$ cat config.mk
export PLATFORM = sky130hd
export DESIGN_NAME = atan2_octant_lookup
export DESIGN_NICKNAME = d
export VERILOG_FILES = /design/src/rtl/atl_pkg.sv /design/src/rtl/atan2_octant_lookup.sv /design/src/rtl/atl_front.sv /design/src/rtl/atl_div_step.sv /design/src/rtl/atl_back.sv
export VERILOG_INCLUDE_DIRS = /design/src /design/src/rtl
export SDC_FILE = /design/constraint.sdc
export NUM_CORES = 1
export LEC_CHECK = 0
export BUFFER_PORTS_ARGS = -buffer_cell sky130_fd_sc_hd__buf_2
export CORE_ASPECT_RATIO = 1.4
export CORE_MARGIN = 2
export CORE_UTILIZATION = 69
export DETAILED_ROUTE_END_ITERATION = 8
export HOLD_SLACK_MARGIN = 0.15
export PLACE_DENSITY = 0.93
export SLEW_MARGIN = 20
export SYNTH_ARGS = -nofsm -noshare
export SYNTH_HDL_FRONTEND = slang
export SYNTH_SLANG_ARGS = --single-unit
$ cat constraint.sdc
create_clock -name i_clk -period 7.8 [get_ports i_clk]
set_input_delay 0.39 -clock i_clk [delete_from_list [all_inputs] [get_ports i_clk]]
set_output_delay 0.39 -clock i_clk [all_outputs]
set_load 0.02 [all_outputs]
$ cat src/rtl/atan2_octant_lookup_defines.svh
// Assertion macros for the atan2 octant lookup pipeline.
// Included by the top level; expects i_clk and i_rst_n in scope.
`ifndef ATAN2_OCTANT_LOOKUP_DEFINES_SVH
`define ATAN2_OCTANT_LOOKUP_DEFINES_SVH

// Same-cycle implication, disabled while reset is held
`define ATL_ASSERT_IMP(lbl, ante, cons) \
    lbl: assert property (@(posedge i_clk) disable iff (!i_rst_n) (ante) |-> (cons)) \
        else $error("atan2_octant_lookup: same-cycle check failed");

// Next-cycle implication, disabled while reset is held
`define ATL_ASSERT_NXT(lbl, ante, cons) \
    lbl: assert property (@(posedge i_clk) disable iff (!i_rst_n) (ante) |=> (cons)) \
        else $error("atan2_octant_lookup: next-cycle check failed");

`endif

$ cat src/rtl/atl_pkg.sv
// Shared constants, pipeline payload type and arctangent ROM for the atan2 lookup.
// No dependencies; imported by every module of the block.
package atl_pkg;

    // Table size; must be a power of two
    localparam int ATAN_ENTRIES = 256;
    localparam int ATAN_LOG     = $clog2(ATAN_ENTRIES);
    localparam int MAG_W        = 16;
    localparam int ROM_W        = 8;
    localparam int ANG_W        = 10;
    localparam int OCT_STEPS    = 128;

    // Angle landmarks on the 1024-step circle
    localparam logic [ROM_W-1:0] OCT_TOP      = ROM_W'(OCT_STEPS);
    localparam logic [ANG_W-1:0] QUARTER_TURN = ANG_W'(256);
    localparam logic [ANG_W-1:0] HALF_TURN    = ANG_W'(512);

    // Fixed-point constants for building the table
    localparam logic [63:0] PI_Q30  = 64'd3373259426;
    localparam logic [63:0] ONE_Q30 = 64'd1 << 30;

    typedef logic [ROM_W-1:0] t_rom [ATAN_ENTRIES];

    // Payload carried through the divider stages
    typedef struct packed {
        logic [MAG_W-1:0]    num;
        logic [MAG_W-1:0]    den;
        logic [MAG_W-1:0]    rem;
        logic [ATAN_LOG-1:0] quot;
        logic                nx;
        logic                ny;
        logic                swap;
        logic                eq;
        logic                zero;
    } t_div;

    function automatic logic [63:0] mul_q30(logic [63:0] a, logic [63:0] b);
        return (a * b) >> 30;
    endfunction

    // Entry i counts the steps k whose tangent threshold is at or below i/ATAN_ENTRIES.
    // Threshold floor(s*2^32/c) <= t is tested as s*2^32 < (t+1)*c.
    function automatic t_rom atl_build_rom();
        logic [63:0] sv [OCT_STEPS];
        logic [63:0] cv [OCT_STEPS];
        logic [63:0] x;
        logic [63:0] x2;
        logic [63:0] st;
        logic [63:0] s;
        logic [63:0] ct;
        logic [63:0] c;
        logic [63:0] t;
        int          cnt;
        t_rom        rom;
        sv[0] = 64'd0;
        cv[0] = 64'd1;
        for (int k = 1; k < OCT_STEPS; k++) begin
            x  = (64'(k) * PI_Q30) >> 9;
            x2 = mul_q30(x, x);
            st = x;
            s  = x;
            ct = ONE_Q30;
            c  = ONE_Q30;
            for (int n = 1; n <= 8; n++) begin
                st = mul_q30(st, x2) / 64'((2 * n) * (2 * n + 1));
                ct = mul_q30(ct, x2) / 64'((2 * n - 1) * (2 * n));
                if ((n & 1) != 0) begin
                    s = s - st;
                    c = c - ct;
                end else begin
                    s = s + st;
                    c = c + ct;
                end
            end
            if (c == 64'd0) begin
                c = 64'd1;
            end
            sv[k] = s;
            cv[k] = c;
        end
        for (int i = 0; i < ATAN_ENTRIES; i++) begin
            t   = (64'(i) << 32) / ATAN_ENTRIES;
            cnt = 0;
            for (int k = 1; k < OCT_STEPS; k++) begin
                if ((sv[k] << 32) < ((t + 64'd1) * cv[k])) begin
                    cnt++;
                end
            end
            rom[i] = ROM_W'(cnt);
        end
        return rom;
    endfunction

    localparam t_rom ATL_ROM = atl_build_rom();

endpackage

$ cat src/rtl/atan2_octant_lookup.sv
// atan2_octant_lookup: angle of a signed (dy, dx) vector on a 1024-step circle.
// Stages: two front stages, one divider stage per quotient bit,
// a ROM stage and an output register.
// Throughput: one item per cycle; each stage holds or advances on its own ready.
// Reset (synchronous, active low) clears all stage valid bits; data is not reset.
`include "atan2_octant_lookup_defines.svh"

module atan2_octant_lookup
    import atl_pkg::*;
(
    input  logic                    i_clk,
    input  logic                    i_rst_n,
    input  logic                    i_valid,
    output logic                    o_stall,
    input  logic signed [MAG_W-1:0] i_delta_y,
    input  logic signed [MAG_W-1:0] i_delta_x,
    output logic                    o_valid,
    input  logic                    i_stall,
    output logic [ANG_W-1:0]        o_angle
);

    logic w_in_ready;
    logic w_v   [ATAN_LOG+1];
    logic w_rdy [ATAN_LOG+1];
    t_div w_d   [ATAN_LOG+1];

    assign o_stall = !w_in_ready;

    // Magnitudes and ordering
    atl_front u_front (
        .i_clk     (i_clk),
        .i_rst_n   (i_rst_n),
        .i_valid   (i_valid),
        .o_ready   (w_in_ready),
        .i_delta_y (i_delta_y),
        .i_delta_x (i_delta_x),
        .o_valid   (w_v[0]),
        .i_ready   (w_rdy[0]),
        .o_data    (w_d[0])
    );

    // Divider, one quotient bit per stage
    for (genvar k = 0; k < ATAN_LOG; k++) begin : g_div
        atl_div_step u_step (
            .i_clk   (i_clk),
            .i_rst_n (i_rst_n),
            .i_valid (w_v[k]),
            .o_ready (w_rdy[k]),
            .i_data  (w_d[k]),
            .o_valid (w_v[k+1]),
            .i_ready (w_rdy[k+1]),
            .o_data  (w_d[k+1])
        );
    end

    // ROM and quadrant placement
    atl_back u_back (
        .i_clk   (i_clk),
        .i_rst_n (i_rst_n),
        .i_valid (w_v[ATAN_LOG]),
        .o_ready (w_rdy[ATAN_LOG]),
        .i_data  (w_d[ATAN_LOG]),
        .o_valid (o_valid),
        .i_ready (!i_stall),
        .o_angle (o_angle)
    );

    // Checks
    `ATL_ASSERT_IMP(a_den_nonzero, w_v[0] && !w_d[0].zero, w_d[0].den != '0)
    `ATL_ASSERT_IMP(a_num_below_den, w_v[0] && !w_d[0].eq, w_d[0].num < w_d[0].den)
    `ATL_ASSERT_IMP(a_rem_bounded, w_v[ATAN_LOG] && !w_d[ATAN_LOG].eq, w_d[ATAN_LOG].rem < w_d[ATAN_LOG].den)
    `ATL_ASSERT_IMP(a_free_flow, !i_stall, !o_stall)
    `ATL_ASSERT_NXT(a_div_hold, w_v[ATAN_LOG] && !w_rdy[ATAN_LOG], w_v[ATAN_LOG] && $stable(w_d[ATAN_LOG]))

endmodule

$ cat src/rtl/atl_front.sv
// Front end: magnitudes of both components, then ordering into numerator/denominator.
// Two register stages; uses atl_pkg.
module atl_front
    import atl_pkg::*;
(
    input  logic                    i_clk,
    input  logic                    i_rst_n,
    input  logic                    i_valid,
    output logic                    o_ready,
    input  logic signed [MAG_W-1:0] i_delta_y,
    input  logic signed [MAG_W-1:0] i_delta_x,
    output logic                    o_valid,
    input  logic                    i_ready,
    output t_div                    o_data
);

    logic             r_a_valid;
    logic [MAG_W-1:0] r_ay;
    logic [MAG_W-1:0] r_ax;
    logic             r_ny;
    logic             r_nx;
    logic [MAG_W-1:0] n_ay;
    logic [MAG_W-1:0] n_ax;
    logic             a_ready;

    logic             r_b_valid;
    t_div             r_b;
    t_div             n_b;
    logic             b_ready;

    assign b_ready = !r_b_valid || i_ready;
    assign a_ready = !r_a_valid || b_ready;
    assign o_ready = a_ready;

    // Magnitudes; -32768 maps to 0x8000 unsigned
    assign n_ay = i_delta_y[MAG_W-1] ? (~$unsigned(i_delta_y) + MAG_W'(1)) : $unsigned(i_delta_y);
    assign n_ax = i_delta_x[MAG_W-1] ? (~$unsigned(i_delta_x) + MAG_W'(1)) : $unsigned(i_delta_x);

    always_ff @(posedge i_clk) begin
        if (!i_rst_n) begin
            r_a_valid <= 1'b0;
        end else if (a_ready) begin
            r_a_valid <= i_valid;
        end
    end

    always_ff @(posedge i_clk) begin
        if (a_ready && i_valid) begin
            r_ay <= n_ay;
            r_ax <= n_ax;
            r_ny <= i_delta_y[MAG_W-1];
            r_nx <= i_delta_x[MAG_W-1];
        end
    end

    // Smaller magnitude over larger; the divider starts with rem = num
    always_comb begin
        n_b.swap = r_ay > r_ax;
        n_b.eq   = r_ay == r_ax;
        n_b.zero = (r_ay == '0) && (r_ax == '0);
        n_b.num  = n_b.swap ? r_ax : r_ay;
        n_b.den  = n_b.swap ? r_ay : r_ax;
        n_b.rem  = n_b.num;
        n_b.quot = '0;
        n_b.nx   = r_nx;
        n_b.ny   = r_ny;
    end

    always_ff @(posedge i_clk) begin
        if (!i_rst_n) begin
            r_b_valid <= 1'b0;
        end else if (b_ready) begin
            r_b_valid <= r_a_valid;
        end
    end

    always_ff @(posedge i_clk) begin
        if (b_ready && r_a_valid) begin
            r_b <= n_b;
        end
    end

    assign o_valid = r_b_valid;
    assign o_data  = r_b;

endmodule

$ cat src/rtl/atl_div_step.sv
// One restoring-division stage: produces one quotient bit per register stage.
// Uses atl_pkg; chained ATAN_LOG times by the top level.
module atl_div_step
    import atl_pkg::*;
(
    input  logic i_clk,
    input  logic i_rst_n,
    input  logic i_valid,
    output logic o_ready,
    input  t_div i_data,
    output logic o_valid,
    input  logic i_ready,
    output t_div o_data
);

    logic           r_valid;
    t_div           r_data;
    t_div           n_data;
    logic [MAG_W:0] rem2;
    logic           ge;

    assign o_ready = !r_valid || i_ready;

    // Shift remainder, trial subtract; rem < den keeps rem2 within MAG_W+1 bits
    always_comb begin
        rem2        = {i_data.rem, 1'b0};
        ge          = rem2 >= {1'b0, i_data.den};
        n_data      = i_data;
        n_data.rem  = ge ? MAG_W'(rem2 - {1'b0, i_data.den}) : rem2[MAG_W-1:0];
        n_data.quot = (i_data.quot << 1) | ATAN_LOG'(ge);
    end

    always_ff @(posedge i_clk) begin
        if (!i_rst_n) begin
            r_valid <= 1'b0;
        end else if (o_ready) begin
            r_valid <= i_valid;
        end
    end

    always_ff @(posedge i_clk) begin
        if (o_ready && i_valid) begin
            r_data <= n_data;
        end
    end

    assign o_valid = r_valid;
    assign o_data  = r_data;

endmodule

$ cat src/rtl/atl_back.sv
// Back end: ROM read of the octant angle, then mirror and quadrant placement.
// Two register stages; uses atl_pkg (ATL_ROM, angle constants).
module atl_back
    import atl_pkg::*;
(
    input  logic             i_clk,
    input  logic             i_rst_n,
    input  logic             i_valid,
    output logic             o_ready,
    input  t_div             i_data,
    output logic             o_valid,
    input  logic             i_ready,
    output logic [ANG_W-1:0] o_angle
);

    logic             r_r_valid;
    logic [ROM_W-1:0] r_e;
    logic             r_nx;
    logic             r_ny;
    logic             r_swap;
    logic             r_zero;
    logic             rom_ready;

    logic             r_o_valid;
    logic [ANG_W-1:0] r_angle;
    logic [ANG_W-1:0] n_angle;
    logic [ANG_W-1:0] base;
    logic             out_ready;

    assign out_ready = !r_o_valid || i_ready;
    assign rom_ready = !r_r_valid || out_ready;
    assign o_ready   = rom_ready;

    // ROM stage; equal magnitudes skip the ROM and take OCT_TOP
    always_ff @(posedge i_clk) begin
        if (!i_rst_n) begin
            r_r_valid <= 1'b0;
        end else if (rom_ready) begin
            r_r_valid <= i_valid;
        end
    end

    always_ff @(posedge i_clk) begin
        if (rom_ready && i_valid) begin
            r_e    <= i_data.eq ? OCT_TOP : ATL_ROM[i_data.quot];
            r_nx   <= i_data.nx;
            r_ny   <= i_data.ny;
            r_swap <= i_data.swap;
            r_zero <= i_data.zero;
        end
    end

    // Zero maps to 0; else mirror about 128 if steep, then quadrant (mod 1024)
    always_comb begin
        base = r_swap ? (QUARTER_TURN - ANG_W'(r_e)) : ANG_W'(r_e);
        if (r_zero) begin
            n_angle = '0;
        end else if (!r_nx && !r_ny) begin
            n_angle = base;
        end else if (r_nx && !r_ny) begin
            n_angle = HALF_TURN - base;
        end else if (r_nx && r_ny) begin
            n_angle = HALF_TURN + base;
        end else begin
            n_angle = ANG_W'(0) - base;
        end
    end

    always_ff @(posedge i_clk) begin
        if (!i_rst_n) begin
            r_o_valid <= 1'b0;
        end else if (out_ready) begin
            r_o_valid <= r_r_valid;
        end
    end

    always_ff @(posedge i_clk) begin
        if (out_ready && r_r_valid) begin
            r_angle <= n_angle;
        end
    end

    assign o_valid = r_o_valid;
    assign o_angle = r_angle;

endmodule

==> impl_metrics.json, run 1 <==
{
  "synthArstFlopShare_pct": 0,
  "cts_buffers": 39,
  "start_kind": "flop",
  "ctsHtreeMaxLevel": 2,
  "root_buffer": "clkbuf_16",
  "end_kind": "flop",
  "finalSetupTns_ns": 0,
  "peakVddDrop_uv": 206.0,
  "syn_inst": 1976,
  "clk_pin_slew_ns": 0.07,
  "wl_um": 50430,
  "area_growth_pct": 9.219,
  "io_buffer_count": 47,
  "synthFlopType": "edfxtp_1",
  "hold_violations": 0,
  "drtPass1Iterations": 8,
  "fillers": 1964,
  "critPathMaxFanout": 17,
  "ys_seq_area_share_pct": 52.81,
  "dr_total_vias": 15883,
  "max_cap_violations": 0,
  "fin_crit_ns": 3.371,
  "drive_above_1_share_pct": 12.09,
  "dieHeight_um": 219.1,
  "rsz0062_at_grt": "false",
  "rows": 78,
  "p_per_area_nw_per_um2": 185.5,
  "cp.arrival_ns": 3.65,
  "worst_slew_margin_rel_pct": 29.41,
  "clock-skew-final_ns": 0.02146,
  "postSynthAreaPerCell_um2": 11.54,
  "cts_sinks": 405,
  "cts_tree": "yes",
  "ys_seq_elements": 405,
  "timing.fmax_mhz": 296.6,
  "cp_data_required_time_ns": 8.08,
  "diodes": 0,
  "ys_top_cells_by_count": "edfxtp_1 (393), inv_1 (177), ha_1 (158), nor2_1 (146), a21oi_1 (135)",
  "first_iter_violations": 1091,
  "synth_fp_nets": 2177,
  "track_usage_pct": 29.30,
  "grt_pass1_wl_um": 79220,
  "boundaryPins": 48,
  "multiInputGateArea_um2": 9916,
  "wl_per_cell_um": 20.17,
  "antenna_found_initial": 0,
  "drtAntennaViolNets": 0,
  "gp_congestion": 0.9393,
  "clock_latency_ns": 0.55,
  "outcome": "finished, final reports clean",
  "grt_pass1_vias": 16320,
  "finalNetCount": 2231,
  "drcViolationCount": 0,
  "clockBufferDepth": 3,
  "synth_cell_type_count": 76,
  "fin_crit_sh_pct": 43.22,
  "setup_viol": 0,
  "grt_max_degree": 56,
  "final_cells": 2500,
  "synth-edff-count": 393,
  "dp.cells": 2422,
  "criticalPathCategory": "reg -> reg",
  "synth_area_leaders": "edfxtp_1 (52%), ha_1 (8.7%), mux2_2 (4.2%)",
  "place_hpwl_um": 36350,
  "grt.overflow.total": 0,
  "netlist.area_leader.share_pct": 51.76,
  "synth_most_common_cell": "edfxtp_1",
  "dieArea_um2": 34540,
  "synth.cell_area_um2": 22800,
  "seq_area_um2": 12040,
  "ys.warnings.count": 0,
  "maxSlewViolCount": 0,
  "worstMarginPinSlew_ns": 1.059,
  "synth.largest_area_cell": "edfxtp_1",
  "start_util_pct": 70.16,
  "vias_per_cell": 6.353,
  "min_path_type": "in -> reg",
  "coreArea_um2": 32500,
  "die_w_um": 157.6,
  "leakage_nw": 9.552
}
## layout by cell type, fill, tap and decap left out, types with 22 or more instances in the layout
cell / netlist / layout
nand3_1: 27 / 27
ha_1: 158 / 158
nor2_1: 146 / 146
edfxtp_1: 393 / 393
o21ai_0: 107 / 107
nor3_1: 26 / 26
clkbuf_16: 0 / 39
nand2_1: 86 / 86
a21o_1: 31 / 31
nand2b_1: 33 / 33
a21oi_1: 135 / 135
buf_2: 18 / 47
a211oi_1: 23 / 22
nor2b_1: 37 / 32
mux2_2: 86 / 86
o21a_1: 48 / 48
a31oi_1: 24 / 24
xnor2_1: 83 / 83
inv_1: 177 / 177
nand4_1: 26 / 26
xor2_1: 36 / 36
## routing by layer
layer | wire [µm] | track usage (%)
met5 | 0 | 0
met4 | 4107 | 21.88
met3 | 1895 | 3.555
met2 | 27920 | 57.32
met1 | 16500 | 26.77
## per-stage QoR
step           area, µm²  util, %  hold WS, ns  total power (W)  setup slack, ns
6_report           24900    76.63       0.1740         0.004620            4.429
5_1_grt            24900    76.63       0.1758         0.004746            4.236
2_1_floorplan      22800        -       0.4003         0.002667            3.054
3_3_place_gp       23500    72.30       0.4003         0.002732            4.639
4_1_cts            24860    76.50       0.1521         0.004634            4.468
3_5_place_dp       23530    72.39       0.4045         0.002753            4.481
## where the power goes
part	total [W]	switching (W)	internal [W]
Sequential	0.00245	0.0000317	0.00241
Combinational	0.000273	0.000152	0.000121
Clock	0.00190	0.000824	0.00108
## worst max-delay path: stages, from the launching register on
cell	delay, ns
edfxtp_1	0.48
ha_1	0.35
nand4_1	0.16
nor4_2	0.43
a2111oi_1	0.14
nor2_2	0.72
inv_2	0.40
mux2_2	0.39
## area by class of cell
cell class                 instances  share of cell area, %
inverter                         181                  2.728
clock inverter                    26                  1.120
tap                              440                  2.211
multi-input combinational       1338                  39.82
timing repair buffer              65                  1.718
clock buffer                      45                  4.050
sequential                       405                  48.35
## final timing paths
| path | slack [ns] | cells after the start | to | from |
|---|---|---|---|---|
| worst max-delay path | 4.43 | 7 | u_front.o_data[42] | u_front.r_ay[6] |
| worst min-delay path | 0.17 | 2 | u_front.r_ay[4] | i_delta_y[4] |
| worst max register to register | 4.43 | 7 | u_front.o_data[42] | u_front.r_ay[6] |
| worst min register to register | 0.41 | 0 | g_div[2].u_step.o_data[7] | g_div[1].u_step.o_data[6] |
## registers in the layout, summed over array words and instances (netlist names), 8 cells and up
register and count:
g_div.u_step.o_data 300, u_front.o_data 37, u_front.r_ax 16, u_front.r_ay 16
u_back.o_angle 10, g_div.u_step.o_valid 8, u_back.r_e 8
## what timing repair did
item,CTS,global route
hold buffers,5,0
resized for setup,0,0
buffers inserted,0,0
hold endpoints to repair,5,0
## kinds of logic after synthesis
group | Yosys count | synth area share [%]
compound gates | 494 | 13.91
simple gates | 446 | 9.516
flops | 405 | 52.81
buf+inv | 233 | 4.017
fa+ha+maj | 165 | 9.285
xor+xnor | 119 | 4.571
mux | 114 | 5.894
Note: power is estimated with default switching activity, not from simulation.
==> inputs of run 2 (changes only) <==
- CORE_UTILIZATION: 69 -> 64
- PLACE_DENSITY: 0.93 -> 0.87
- clock period: 7.8 -> 3.3 ns (I/O delays scaled with it)
==> impl_metrics.json, run 2 (same netlist as run 1, synthesis figures left out) <==
{
  "outcome": "finished, final reports clean",
  "root_buffer": "clkbuf_16",
  "fin_area_um2": 25420,
  "drcViolationCount": 0,
  "hold_violations": 0,
  "worstMarginPinSlew_ns": 1.012,
  "peakVddDrop_uv": 540.8,
  "wl_um": 50790,
  "drive_above_1_share_pct": 11.87,
  "cts_tree": "yes",
  "first_iter_violations": 1101,
  "cp-startpoint": "g_div[4].u_step.o_data[30]",
  "cts_buffers": 39,
  "place_hpwl_um": 35580,
  "end_kind": "flop",
  "start_kind": "flop",
  "start_util_pct": 65.02,
  "post_cts_buffers": 0,
  "clock-skew-final_ns": 0.03091,
  "ctsResizeCount": 0,
  "cts_sinks": 405,
  "min_path_type": "in -> reg",
  "wl_per_cell_um": 19.69,
  "boundaryPins": 48,
  "drtPass1Iterations": 8,
  "multiInputGateArea_um2": 9916,
  "critPathMaxFanout": 16,
  "seq_area_um2": 12040,
  "hold_start": "i_delta_x[0]",
  "maxSlewViolCount": 0,
  "grt_max_degree": 55,
  "leakage_nw": 9.803,
  "clk_pin_slew_ns": 0.06,
  "critPathCapture": "g_div[5].u_step.o_data[20]",
  "grt.overflow.total": 0,
  "finalSetupTns_ns": 0,
  "gp_congestion": 0.9627,
  "antenna_found_initial": 0,
  "die_w_um": 163.5,
  "drtAntennaViolNets": 0,
  "cp.arrival_ns": 3.34,
  "finalNetCount": 2293,
  "holdPathStages": 2,
  "clock_latency_ns": 0.55,
  "p_sw_w": 0.002326,
  "worst_slew_margin_rel_pct": 32.39,
  "vias_per_cell": 6.207,
  "cp_data_required_time_ns": 3.60,
  "reg2reg_to": "g_div[5].u_step.o_data[20]",
  "criticalPathCategory": "reg -> reg",
  "rsz0062_at_grt": "false",
  "fin_crit_ns": 3.040,
  "clockBufferDepth": 3,
  "worstReg2RegStart": "g_div[4].u_step.o_data[30]",
  "final_util_pct": 72.50,
  "dieHeight_um": 227.3,
  "grt_pass1_wl_um": 80830,
  "p_sw_share_pct": 21.43,
  "track_usage_pct": 27.64,
  "final_cells": 2579,
  "final_common_cell": "edfxtp_1",
  "dp.cells": 2452,
  "max_cap_violations": 0,
  "area_growth_pct": 11.51,
  "place_area_um2": 23630,
  "clkPwrFrac_pct": 40.1,
  "p_per_area_nw_per_um2": 426.9,
  "setup_viol": 0,
  "timing.fmax_mhz": 328.9,
  "total_power_w": 0.01085,
  "largest_reg_flops": 300,
  "r2r_setup_slack_ns": 0.26,
  "intPower_w": 0.008527,
  "diodes": 0,
  "dr_total_vias": 16008,
  "final_cell_mix": "edfxtp_1 (393), inv_1 (177), ha_1 (158), nor2_1 (146), a21oi_1 (135)",
  "dieArea_um2": 37170,
  "grt_pass1_vias": 16751,
  "rows": 81,
  "ctsHtreeMaxLevel": 2,
  "fillers": 2258,
  "worstRegToRegCells": 9,
  "coreArea_um2": 35070,
  "io_buffer_count": 47,
  "fin_crit_sh_pct": 92.13,
  "p_comb_share_pct": 6.5,
  "power_frac_seq_pct": 53.4
}
==> run 2: metrics by stage <==
step	worst slack, ns	hold slack (ns)
2_1_floorplan	-0.2896	0.2639
3_3_place_gp	0.3330	0.3750
3_5_place_dp	0.2491	0.3778
4_1_cts	0.2380	0.3388
5_1_grt	0.002613	0.3669
6_report	0.2598	0.3736
==> run 2: cell type report <==
| type | instances | area share (%) |
|---|---|---|
| clock buffers | 58 | 4.483 |
| clock inverters | 14 | 0.4085 |
| inverters | 181 | 2.672 |
| multi-input cells | 1338 | 39.00 |
| flip-flops and latches | 405 | 47.36 |
| well taps | 456 | 2.244 |
| repair buffers | 127 | 3.829 |
==> run 2: power by group through the flow <==
stage               logic [W]  registers, W  clock network [W]
floorplan            0.000444       0.00586                  0
detailed placement   0.000598       0.00590                  0
global route         0.000758       0.00580            0.00459
global placement     0.000566       0.00589                  0
CTS                  0.000664       0.00579            0.00440
finish               0.000701       0.00580            0.00435
==> run 2: how the worst min path moves through the flow <==
stage,endpoint,slack [ns]
floorplan,u_front.r_ax[0],0.26
global placement,u_front.r_ax[0],0.38
detailed placement,u_front.r_ax[0],0.38
CTS,u_front.r_ax[0],0.34
global route,u_front.r_ax[0],0.37
finish,u_front.r_ax[0],0.37
==> run 2: what timing repair did <==
item                                    4_1_cts  5_1_grt
hold endpoints to repair                     56        0
hold buffers                                 55        0
endpoints found under the setup margin        0        0
==> run 2: worst max-delay path, cell delays in order (launching register included) <==
cell and delay, ns:
edfxtp_1 0.39, inv_1 0.06, ha_1 0.29, nor2b_1 0.16
o31a_1 0.18, nor3_1 0.08, o31ai_2 0.37, a211oi_2 0.15
o21ai_2 0.68, mux2_2 0.41
==> run 2: per-layer routing <==
| layer | vias up | share of wire, % | global-route usage, % |
|---|---|---|---|
| li1 | 7548 | - | - |
| met1 | 7661 | 33 | 25.10 |
| met2 | 561 | 56 | 55.85 |
| met3 | 238 | 4.0 | 3.680 |
| met4 | 0 | 6.9 | 17.91 |
| met5 | - | 0 | 0 |
